<file path="config.mk">
export PLATFORM = sky130hd
export DESIGN_NAME = cbq_ctrl
export DESIGN_NICKNAME = d
export VERILOG_FILES = /design/src/rtl/cbq_pkg.sv /design/src/rtl/cbq_ctrl.sv
export SDC_FILE = /design/constraint.sdc
export NUM_CORES = 1
export LEC_CHECK = 0
export BUFFER_PORTS_ARGS = -buffer_cell sky130_fd_sc_hd__buf_4
export CORE_MARGIN = 2
export CORE_UTILIZATION = 45
export DETAILED_ROUTE_END_ITERATION = 8
export HOLD_SLACK_MARGIN = 0.02
export PLACE_DENSITY = 0.78
export SETUP_SLACK_MARGIN = 0.15
export SKIP_CTS_REPAIR_TIMING = 1
export SLEW_MARGIN = 25
export SYNTH_ARGS = -nofsm -noshare
export SYNTH_HDL_FRONTEND = slang
export SYNTH_SLANG_ARGS = --single-unit
</file>
<file path="constraint.sdc">
create_clock -name i_clk -period 2.7 [get_ports i_clk]
set_input_delay 0.54 -clock i_clk [delete_from_list [all_inputs] [get_ports i_clk]]
set_output_delay 0.54 -clock i_clk [all_outputs]
set_load 0.05 [all_outputs]
</file>
<file path="src/rtl/cbq_pkg.sv">
// cbq_pkg: shared constants, codes, state type and command struct of the biquad cascade
// used by cbq_ctrl, cbq_datapath and cascaded_biquad_iir_filter; no dependencies
package cbq_pkg;

    // storage and field sizes
    localparam int MAX_SECTIONS = 8;
    localparam int SAMPLE_W     = 16;
    localparam int COEF_W       = 20;
    localparam int DELAY_W      = 32;
    localparam int CFG_W        = 4;
    localparam int ACTION_W     = 2;
    localparam int SECTION_W    = 3;
    localparam int SEL_W        = 3;
    localparam int NUM_COEFS    = 5;

    localparam int SEC_W = (MAX_SECTIONS > 1) ? $clog2(MAX_SECTIONS) : 1;
    localparam int CNT_W = $clog2(MAX_SECTIONS + 1);

    // fixed-point alignment: all sums are exact with ACC_FRAC fractional bits
    localparam int COEF_FRAC  = 16;
    localparam int DELAY_FRAC = 24;
    localparam int ACC_FRAC   = 40;
    localparam int P_W        = COEF_W + SAMPLE_W;
    localparam int UP_SH      = ACC_FRAC - (SAMPLE_W - 1) - COEF_FRAC;
    localparam int DUP_SH     = ACC_FRAC - DELAY_FRAC;
    localparam int Y_SH       = ACC_FRAC - (SAMPLE_W - 1);
    localparam int Z_SH       = ACC_FRAC - DELAY_FRAC;
    localparam int ACC_W      = DELAY_W + DUP_SH + 2;

    localparam logic signed [ACC_W-1:0] Y_MAX  = (ACC_W'(1) <<< (SAMPLE_W - 1)) - ACC_W'(1);
    localparam logic signed [ACC_W-1:0] Z_MAX  = (ACC_W'(1) <<< (DELAY_W - 1)) - ACC_W'(1);
    localparam logic signed [ACC_W-1:0] Y_HALF = ACC_W'(1) <<< (Y_SH - 1);
    localparam logic signed [ACC_W-1:0] Z_HALF = ACC_W'(1) <<< (Z_SH - 1);

    // stream packing
    localparam int S_TDATA_BITS = SAMPLE_W + SECTION_W + COEF_W;
    localparam int S_TDATA_W    = ((S_TDATA_BITS + 7) / 8) * 8;
    localparam int S_TUSER_W    = ACTION_W + SEL_W;
    localparam int M_TDATA_W    = ((SAMPLE_W + 7) / 8) * 8;

    localparam int SEC_LSB  = SAMPLE_W;
    localparam int COEF_LSB = SAMPLE_W + SECTION_W;

    typedef enum logic [ACTION_W-1:0] {
        ACT_FILTER = 2'd0,
        ACT_COEF   = 2'd1,
        ACT_CLEAR  = 2'd2
    } t_action;

    typedef enum logic [SEL_W-1:0] {
        SEL_B0 = 3'd0,
        SEL_B1 = 3'd1,
        SEL_B2 = 3'd2,
        SEL_A1 = 3'd3,
        SEL_A2 = 3'd4
    } t_coef_sel;

    typedef enum logic [2:0] {
        S_IDLE,
        S_READ,
        S_MUL_X,
        S_SAT_Y,
        S_MUL_Y,
        S_UPDATE,
        S_OUT
    } t_state;

    typedef struct packed {
        logic             load_x;
        logic             coef_wr;
        logic [SEC_W-1:0] coef_sec;
        logic             delay_clr;
        logic             rd_en;
        logic [SEC_W-1:0] rd_idx;
        logic             mul_x;
        logic             sat_y;
        logic             mul_y;
        logic             upd;
        logic [SEC_W-1:0] upd_idx;
        logic             ld_out;
    } t_dp_cmd;

endpackage

</file>
<file path="src/rtl/cbq_ctrl.sv">
// cbq_ctrl: sequencer of the biquad cascade, section counter, handshakes and config register
// depends on cbq_pkg
module cbq_ctrl (
    input  logic                         i_clk,
    input  logic                         i_rst_n,
    input  logic                         i_cfg_wr_en,
    input  logic [cbq_pkg::CFG_W-1:0]    i_cfg_wr_data,
    input  logic                         i_s_valid,
    input  logic [cbq_pkg::ACTION_W-1:0] i_action,
    input  logic [cbq_pkg::SECTION_W-1:0] i_section,
    input  logic                         i_m_ready,
    output logic                         o_s_ready,
    output logic                         o_m_valid,
    output cbq_pkg::t_dp_cmd             o_cmd
);
    import cbq_pkg::*;

    t_state           r_state, n_state;
    logic [SEC_W-1:0] r_sec, n_sec;
    logic [CFG_W-1:0] r_num_sections;
    logic             r_out_valid, n_out_valid;

    logic [CNT_W-1:0] n_eff;
    logic             last_sec;
    logic             sec_ok;
    logic             accept;

    // sections in use, bounded to 1..MAX_SECTIONS
    always_comb begin
        if (r_num_sections == '0) begin
            n_eff = CNT_W'(1);
        end else if (32'(r_num_sections) > MAX_SECTIONS) begin
            n_eff = CNT_W'(MAX_SECTIONS);
        end else begin
            n_eff = CNT_W'(r_num_sections);
        end
    end

    assign last_sec  = (({1'b0, r_sec} + (SEC_W+1)'(1)) == (SEC_W+1)'(n_eff));
    assign sec_ok    = (32'(i_section) < MAX_SECTIONS);
    assign o_s_ready = (r_state == S_IDLE);
    assign accept    = i_s_valid && o_s_ready;
    assign o_m_valid = r_out_valid;

    always_ff @(posedge i_clk) begin
        if (!i_rst_n) begin
            r_state        <= S_IDLE;
            r_sec          <= '0;
            r_num_sections <= CFG_W'(1);
            r_out_valid    <= 1'b0;
        end else begin
            r_state     <= n_state;
            r_sec       <= n_sec;
            r_out_valid <= n_out_valid;
            if (i_cfg_wr_en) begin
                r_num_sections <= i_cfg_wr_data;
            end
        end
    end

    always_comb begin
        n_state        = r_state;
        n_sec          = r_sec;
        n_out_valid    = r_out_valid;
        o_cmd          = '0;
        o_cmd.coef_sec = SEC_W'(i_section);
        o_cmd.upd_idx  = r_sec;
        o_cmd.rd_idx   = r_sec;

        if (r_out_valid && i_m_ready) begin
            n_out_valid = 1'b0;
        end

        case (r_state)
            S_IDLE: begin
                if (accept) begin
                    case (t_action'(i_action))
                        ACT_FILTER: begin
                            o_cmd.load_x = 1'b1;
                            n_sec        = '0;
                            n_state      = S_READ;
                        end
                        ACT_COEF: begin
                            o_cmd.coef_wr = sec_ok;
                        end
                        ACT_CLEAR: begin
                            o_cmd.delay_clr = 1'b1;
                        end
                        default: begin
                        end
                    endcase
                end
            end
            S_READ: begin
                o_cmd.rd_en = 1'b1;
                n_state     = S_MUL_X;
            end
            S_MUL_X: begin
                o_cmd.mul_x = 1'b1;
                n_state     = S_SAT_Y;
            end
            S_SAT_Y: begin
                o_cmd.sat_y = 1'b1;
                n_state     = S_MUL_Y;
            end
            S_MUL_Y: begin
                o_cmd.mul_y = 1'b1;
                n_state     = S_UPDATE;
            end
            S_UPDATE: begin
                o_cmd.upd = 1'b1;
                if (last_sec) begin
                    n_state = S_OUT;
                end else begin
                    // fetch the next section while this one is written back
                    o_cmd.rd_en  = 1'b1;
                    o_cmd.rd_idx = r_sec + SEC_W'(1);
                    n_sec        = r_sec + SEC_W'(1);
                    n_state      = S_MUL_X;
                end
            end
            S_OUT: begin
                if (!r_out_valid || i_m_ready) begin
                    o_cmd.ld_out = 1'b1;
                    n_out_valid  = 1'b1;
                    n_state      = S_IDLE;
                end
            end
            default: begin
                n_state = S_IDLE;
            end
        endcase
    end

endmodule

</file>
==> flow_summary.yaml, run 1 <==
sta:
  finalHoldViolations: 0
  fin_crit_sh: 1.008
  whs_ps: 420.3
  rsz0062_at_grt: "yes"
  finalClockSkew_ps: 5.044
  fin_crit_ps: 2723
  max_slew.worst_pin.slew_ps: 392.2
  drv_slew: 0
  setup_slack_ps: -22.93
  relSlewSlack: 0.7318
  clock.fmax_mhz: 367.3
  setup_viol: 2
critical_path:
  path_max_fanout: 5
  critPathArrivalTime_ps: 2180
  reg2reg_from: "r_sec[1]"
  slowest_stage: "dfxtp_4"
  path_buf_inv: 1
  cp.required_ps: 2160
  cpLargestDelayFamily: "compound AO/OA/AOI/OAI gates"
  r2r_cells: 8
  crit_path_max_incr_delay_ps: 360
  crit_chain: "ha_4 -> and4b_2 -> a311oi_2 -> o211ai_2 -> o31ai_4 -> nand2_2 -> xnor2_4 -> buf_6"
  r2r_slack_ps: 750
  start_kind: "register"
  startpoint: "r_sec[1]"
  endpoint_kind: "output pin"
  path_class: "reg -> out"
  timing.rr.end: "r_sec[0]"
grt:
  grt_pass1_vias: 675
  overflow: 0
  grt_usage: 0.2081
  grt_max_degree: 11
  grt_pass1_wl_um: 2973
  antenna_found_initial: 0
logic_synthesis:
  ys_dominant_reg_cell: "dfxtp_1"
  synthArstFlopShare: 0
  synth_edf_count: 0
  syn_area_um2: 732.0
  ys_warn_count: 0
  synth-seq-cells: 11
  avgSynthCellArea_um2: 8.043
  synth_cells: 91
  syn_nets: 106
  synth_cell_types: 34
  seq_area_frac_synth: 0.3009
routing:
  ant_nets: 0
  drtIter0Drc: 8
  vias_per_cell: 5.406
  wl_per_cell_um: 12.77
  drcViolationCount: 0
  drt-pass1-iter-count: 4
  via_count: 746
  drt-total-wl_um: 1762
power_and_ir_drop:
  ir_drop_v: 0.0003865
  power.density_mw_per_mm2: 361.6
  design_power_total_w: 0.0004004
  power_leakage_nw: 0.5000
floorplan:
  fp-row-count: 14
  die_h_um: 44.33
  core-area_mm2: 0.001524
  ioPinCount: 34
  start_util: 0.4803
  die_x_um: 44.33
  die_area_mm2: 0.001965
clock_network:
  cts_made_buffers: 3
  cts_sinks: 11
  clk_pin_slew_worst_paths_ps: 80
  cts_max_level: 1
  insertion_delay_ps: 270
  cts_root_buf: "clkbuf_4"
  cts_tree: "yes"
  cts_max_path_buffers: 2
worst_hold_path:
  whs_path_depth: 2
  hold_end: "r_num_sections[0]"
  min_from: "i_rst_n"
  worstHoldPathType: "in -> reg"
final_layout:
  diodes: 0
  syn2layout_area_growth_pct: 51.28
  drive_above_1_share: 0.4508
  nNetsFinal: 138
status:
  violations: "setup timing"
  status: "finished, violations left"
place:
  place_hpwl_um: 1323
  globalplace.congestion: 0.7099
  portBuffers: 27
  pre_cts_ws_ps: 206.3
job:
  drv_cap: 0
-- per-layer routing --
layer / global-route usage / vias up / wire [um]
met5: 0 / - / 0
met4: 0.07273 / 0 / 13
met3: 0.05306 / 2 / 119
met2: 0.3206 / 27 / 854
met1: 0.2821 / 338 / 774
li1: - / 379 / -
-- layout by cell type, fill, tap and decap left out, drive strengths merged, types with 2 or more instances in the layout --
cell type,count
nand2b,2
dfxtp,11
clkbuf,3
nand2,8
o21a,2
nor2b,2
nor2,12
nor3,3
a311oi,2
buf,33
inv,6
xnor2,3
a21oi,3
mux2i,5
nand3b,4
nor3b,4
nand3,2
o21ai,3
clkinv,2
-- worst reg2reg max path, stage by stage, from the launching register on --
cell and delay, ps:
dfxtp_4 360, ha_4 260, and4b_2 230, a311oi_2 310, o211ai_2 160, o31ai_4 130
buf_6 170, mux2i_1 190, nor2_1 50
-- cells in the mapped netlist (all sizes together), types with 3 or more instances --
| cell type | instances | share of area |
|---|---|---|
| mux2i | 5 | 0.068 |
| o21ai | 3 | 0.021 |
| inv | 6 | 0.031 |
| nand3b | 4 | 0.041 |
| dfxtp | 11 | 0.30 |
| nor2 | 12 | 0.062 |
| buf | 5 | 0.044 |
| nor3 | 3 | 0.021 |
| nor3b | 4 | 0.041 |
| xnor2 | 3 | 0.036 |
| a21oi | 3 | 0.026 |
| nand2 | 8 | 0.041 |
-- worst max path at each step --
stage	to	depth (start not counted)
floorplan	o_cmd[10]	5
global placement	o_cmd[10]	8
detailed placement	o_cmd[10]	8
CTS	o_cmd[10]	8
global route	o_cmd[10]	8
finish	o_cmd[10]	8
-- report_power, final --
| part | switching [W] | total [W] | internal, W |
|---|---|---|---|
| sequential | 0.0000115 | 0.000178 | 0.000167 |
| clock | 0.0000644 | 0.000119 | 0.0000549 |
| combinational | 0.0000608 | 0.000103 | 0.0000421 |
-- per-stage QoR --
step,cell area (um^2),TNS (ps),utilization,instances
2_1_floorplan,809.5,0,-,91
3_3_place_gp,1003,0,0.6585,129
3_5_place_dp,1003,0,0.6585,129
4_1_cts,1031,-133.6,0.6765,133
5_1_grt,1107,-302.4,0.7266,138
6_report,1107,-28.68,0.7266,138
-- cell families after synthesis --
| group | after synthesis | synth area share |
|---|---|---|
| AOI/OAI and AO/OA | 16 | 0.1863 |
| buffers and inverters | 13 | 0.08546 |
| muxes | 5 | 0.06838 |
| adders and majority gates | 1 | 0.01709 |
| and+or+nand+nor | 41 | 0.2940 |
| xor gates and xnor gates | 4 | 0.04787 |
| DFF | 11 | 0.3009 |
-- area by class of cell --
class | instances | area [um^2]
Clock buffer | 3 | 22.52
Clock inverter | 1 | 5.005
Fill cell | 121 | 416.7
Inverter | 7 | 26.28
Multi-Input combinational cell | 67 | 526.8
Sequential cell | 11 | 227.7
Tap cell | 16 | 20.02
Timing Repair Buffer | 33 | 279.0
-- flip-flops by register name, indices dropped and copies added (netlist names) --
register / cells
r_sec: 3
o_m_valid: 1
r_num_sections: 4
r_state: 3
No activity file was read; power rests on OpenSTA's default activity.
==> inputs of run 2 (changes only) <==
CORE_UTILIZATION = 25   (was 45)
PLACE_DENSITY = default   (was 0.78)
==> flow_summary.yaml, run 2 (synthesis gave the netlist of run 1 again) <==
power_and_ir_drop:
  p_comb_frac: 0.281
  p_sw_frac: 0.3199
  intPower_w: 0.0002691
  p_seq_frac: 0.438
  p_clk_frac: 0.281
  power.density_mw_per_mm2: 352.2
  ir_drop_v: 0.0001984
  design_power_total_w: 0.0003957
  power_leakage_nw: 0.4938
  power.switching_w: 0.0001266
final_layout:
  largest_register_ffs: 4
  stdcell_count: 156
  largest_registers: "r_num_sections x4, r_sec x3, r_state x3"
  diodes: 0
  syn2layout_area_growth_pct: 53.50
  layout_commonest_cell: "buf_4"
  top_register: "r_num_sections"
  nNetsFinal: 141
  fin_area_mm2: 0.001124
  multi_input_area_um2: 519.2
  layout_common_cells: "32 x buf_4, 12 x nor2_1, 9 x dfxtp_1"
  drive_above_1_share: 0.4480
  fill_cells: 292
  regArea_um2: 227.7
place:
  dp.cells: 146
  place_hpwl_um: 1408
  placed_area_mm2: 0.001037
  portBuffers: 27
  globalplace.congestion: 0.7986
  pre_cts_ws_ps: 214.6
floorplan:
  ioPinCount: 34
  die_x_um: 58.11
  start_util: 0.2654
  fp-row-count: 19
  core-area_mm2: 0.002758
  die_h_um: 58.11
  die_area_mm2: 0.003377
clock_network:
  cts_tree: "yes"
  cts_max_level: 1
  cts_sinks: 11
  cts_max_path_buffers: 2
  insertion_delay_ps: 260
  cts_root_buf: "clkbuf_4"
  clk_pin_slew_worst_paths_ps: 70
  cts_made_buffers: 3
sta:
  rsz0062_at_grt: "yes"
  max_slew.worst_pin.slew_ps: 367.0
  drv_slew: 0
  fin_crit_ps: 2661
  clock.fmax_mhz: 375.9
  finalHoldViolations: 0
  relSlewSlack: 0.7550
  setup_slack_ps: 39.44
  fin_crit_sh: 0.9854
  setup_viol: 0
  finalSetupTns_ps: 0
  finalClockSkew_ps: 0.7860
critical_path:
  crit_top_cell: "buf_6"
  endpoint_kind: "output pin"
  path_max_fanout: 5
  start_kind: "register"
  slowest_stage: "dfxtp_4"
  path_class: "reg -> out"
  crit_chain: "ha_4 -> and4b_2 -> a311oi_2 -> o211ai_2 -> o31ai_4 -> buf_6 -> xnor2_2 -> buf_6"
  startpoint: "r_sec[1]"
  cp.required_ps: 2160
  crit_path_max_incr_delay_ps: 360
  reg2reg_from: "r_sec[1]"
  critPathArrivalTime_ps: 2120
routing:
  drt-total-wl_um: 1843
  ant_nets: 0
  via_count: 745
  wl_per_cell_um: 11.81
  drcViolationCount: 0
  drtIter0Drc: 10
  vias_per_cell: 4.776
  drt-pass1-iter-count: 4
grt:
  grt_usage: 0.1206
  grt_max_degree: 11
  overflow: 0
  grt_pass1_vias: 721
  grt_pass1_wl_um: 3132
  antenna_found_initial: 0
worst_hold_path:
  worstHoldPathType: "in -> reg"
  min_from: "i_rst_n"
status:
  status: "finished, final reports clean"
job:
  drv_cap: 0
run 2: changes by cell type in the layout (fill, tap and decap cells not counted):
cell	before	now
clkbuf_1	0	1
nand2_4	1	0
buf_12	1	0
nand2_1	6	7
buf_4	27	32
clkinv_2	1	0
buf_6	5	4
run 2: final cells by class:
type,count,share of cell area
clock buffers,4,0.02339
inverters,7,0.02339
multi-input cells,67,0.4621
flip-flops and latches,11,0.2027
well taps,31,0.03452
repair buffers,36,0.2539
run 2: worst paths after layout:
kind                                           to  slack, ps  cells after the start
worst max-delay path                     o_cmd[8]         40                      8
worst min-delay path            r_num_sections[0]        440                      2
worst max register to register           r_sec[2]        680                      9
worst min register to register           r_sec[1]        550                      2
run 2: metrics by stage:
stage | utilization | hold slack, ps
5_1_grt | 0.4074 | 444.3
6_report | 0.4074 | 442.2
4_1_cts | 0.3857 | 430.3
3_3_place_gp | 0.3761 | 527.1
2_1_floorplan | - | 498.6
3_5_place_dp | 0.3761 | 528.1
run 2: power by group through the flow:
stage               sequential, W  clock, W  combinational [W]
finish                   0.000173  0.000111           0.000111
global route             0.000175  0.000127           0.000121
CTS                      0.000173  0.000117           0.000111
detailed placement       0.000177         0           0.000110
global placement         0.000177         0           0.000109
floorplan                0.000176         0          0.0000865
run 2: metal layers:
metal  global-route usage  part of all wire
met2               0.2062              0.49
met4              0.05980            0.0049
met3              0.03125             0.082
met1               0.1386              0.42
met5                    0                 0
run 2: critical path: cells and delay by family, from the launching register on:
family          cells  cell delay, ps
fa+ha+maj           1             250
compound gates      3             560
buf+inv             2             350
xor+xnor            1             110
simple gates        1             230
flops               1             360
==> inputs of run 3 (changes only) <==
REMOVE_ABC_BUFFERS = 1   (was default)
==> flow_summary.yaml, run 3 (synthesis gave the netlist of run 1 again) <==
place:
  place_hpwl_um: 1361
  portBuffers: 27
  dp.cells: 145
  globalplace.congestion: 0.7268
sta:
  whs_ps: 427.9
  drv_slew: 0
  finalClockSkew_ps: 1.270
  max_slew.worst_pin.slew_ps: 304.0
  fin_crit_ps: 2647
  finalHoldViolations: 0
  setup_viol: 0
  rsz0062_at_grt: "yes"
  relSlewSlack: 0.7921
  fin_crit_sh: 0.9802
  clock.fmax_mhz: 377.9
final_layout:
  top_register: "r_num_sections"
  largest_registers: "r_num_sections x4, r_sec x3, r_state x3"
  diodes: 0
  fill_cells: 288
  layout_common_cells: "32 x buf_4, 12 x nor2_1, 9 x dfxtp_1"
  nNetsFinal: 140
  stdcell_count: 155
  layout_commonest_cell: "buf_4"
  drive_above_1_share: 0.4113
  largest_register_ffs: 4
  syn2layout_area_growth_pct: 48.21
critical_path:
  path_max_fanout: 5
  startpoint: "r_sec[0]"
  timing.rr.end: "r_sec[0]"
  crit_end: "o_cmd[10]"
  cp.required_ps: 2160
  endpoint_kind: "output pin"
  r2r_slack_ps: 700
  r2r_cells: 9
  path_class: "reg -> out"
  start_kind: "register"
  reg2reg_from: "r_sec[0]"
  critPathArrivalTime_ps: 2110
power_and_ir_drop:
  power.density_mw_per_mm2: 366.6
  design_power_total_w: 0.0003977
  power_leakage_nw: 0.4732
  ir_drop_v: 0.0002122
clock_network:
  clk_pin_slew_worst_paths_ps: 70
  cts_tree: "yes"
  insertion_delay_ps: 270
  cts_max_level: 1
  cts_max_path_buffers: 2
  cts_sinks: 11
  cts_root_buf: "clkbuf_4"
  cts_made_buffers: 3
routing:
  drcViolationCount: 0
  drt-total-wl_um: 1794
  via_count: 755
  vias_per_cell: 4.871
  drtIter0Drc: 25
  wl_per_cell_um: 11.57
  ant_nets: 0
  drt-pass1-iter-count: 4
floorplan:
  die_area_mm2: 0.003377
  die_h_um: 58.11
  fp-row-count: 19
  die_x_um: 58.11
  core-area_mm2: 0.002758
  ioPinCount: 34
  start_util: 0.2654
grt:
  grt_pass1_vias: 688
  grt_max_degree: 11
  overflow: 0
  grt_usage: 0.1078
  grt_pass1_wl_um: 2829
  antenna_found_initial: 0
status:
  status: "finished, final reports clean"
worst_hold_path:
  whs_path_depth: 2
  worstHoldPathType: "in -> reg"
job:
  drv_cap: 0
run 3: changes by cell type in the layout (fill, tap and decap cells not counted), sizes merged:
| cell | change |
|---|---|
| buf | -1 |
run 3: metrics by stage:
step	setup TNS, ps	area (um^2)	util	setup slack [ps]
final	0	1085	0.3934	53.46
after global routing	-65.47	1085	0.3934	-48.77
after global placement	0	952.2	0.3453	237.7
after floorplan	-3974	695.7	-	-794.3
after CTS	-447.2	978.4	0.3548	-149.3
after detailed placement	0	952.2	0.3453	176.1
run 3: area by class of cell:
| class | instances | area, um^2 | area share |
|---|---|---|---|
| clock buffer | 4 | 26.28 | 0.02422 |
| inverter | 7 | 26.28 | 0.02422 |
| multi-input combinational | 67 | 494.2 | 0.4556 |
| sequential | 11 | 225.2 | 0.2076 |
| tap | 31 | 38.79 | 0.03576 |
| timing repair buffer | 35 | 274.0 | 0.2526 |
run 3: worst min-delay path by stage:
stage               start                end  slack, ps
6_report          i_rst_n  r_num_sections[0]        430
5_1_grt           i_rst_n  r_num_sections[0]        440
4_1_cts           i_rst_n  r_num_sections[0]        430
3_5_place_dp   r_state[0]         r_state[0]        540
3_3_place_gp   r_state[0]         r_state[0]        540
2_1_floorplan  r_state[0]         r_state[0]        490
run 3: worst max-delay path, stage by stage, from the launching register on:
cell      delay (ps)
dfxtp_4          370
ha_4             240
and4b_2          230
a311oi_2         300
o211ai_2         150
o31ai_4          100
nand2_1          110
xnor2_1          130
buf_4            210
run 3: power by group:
group / switching, W / internal [W] / total, W
Sequential: 0.00000953 / 0.000168 / 0.000177
Combinational: 0.0000609 / 0.0000412 / 0.000102
Clock: 0.0000612 / 0.0000573 / 0.000118
Total: 0.000132 / 0.000266 / 0.000398
run 3: routing by layer:
| metal | track usage | share of wire | routed length [um] | up-vias |
|---|---|---|---|---|
| met5 | 0 | 0 | 0 | - |
| met4 | 0.02326 | 0.0045 | 8 | 0 |
| met3 | 0.04688 | 0.080 | 144 | 3 |
| met2 | 0.1883 | 0.50 | 901 | 19 |
| met1 | 0.1211 | 0.41 | 740 | 352 |
| li1 | - | - | - | 381 |
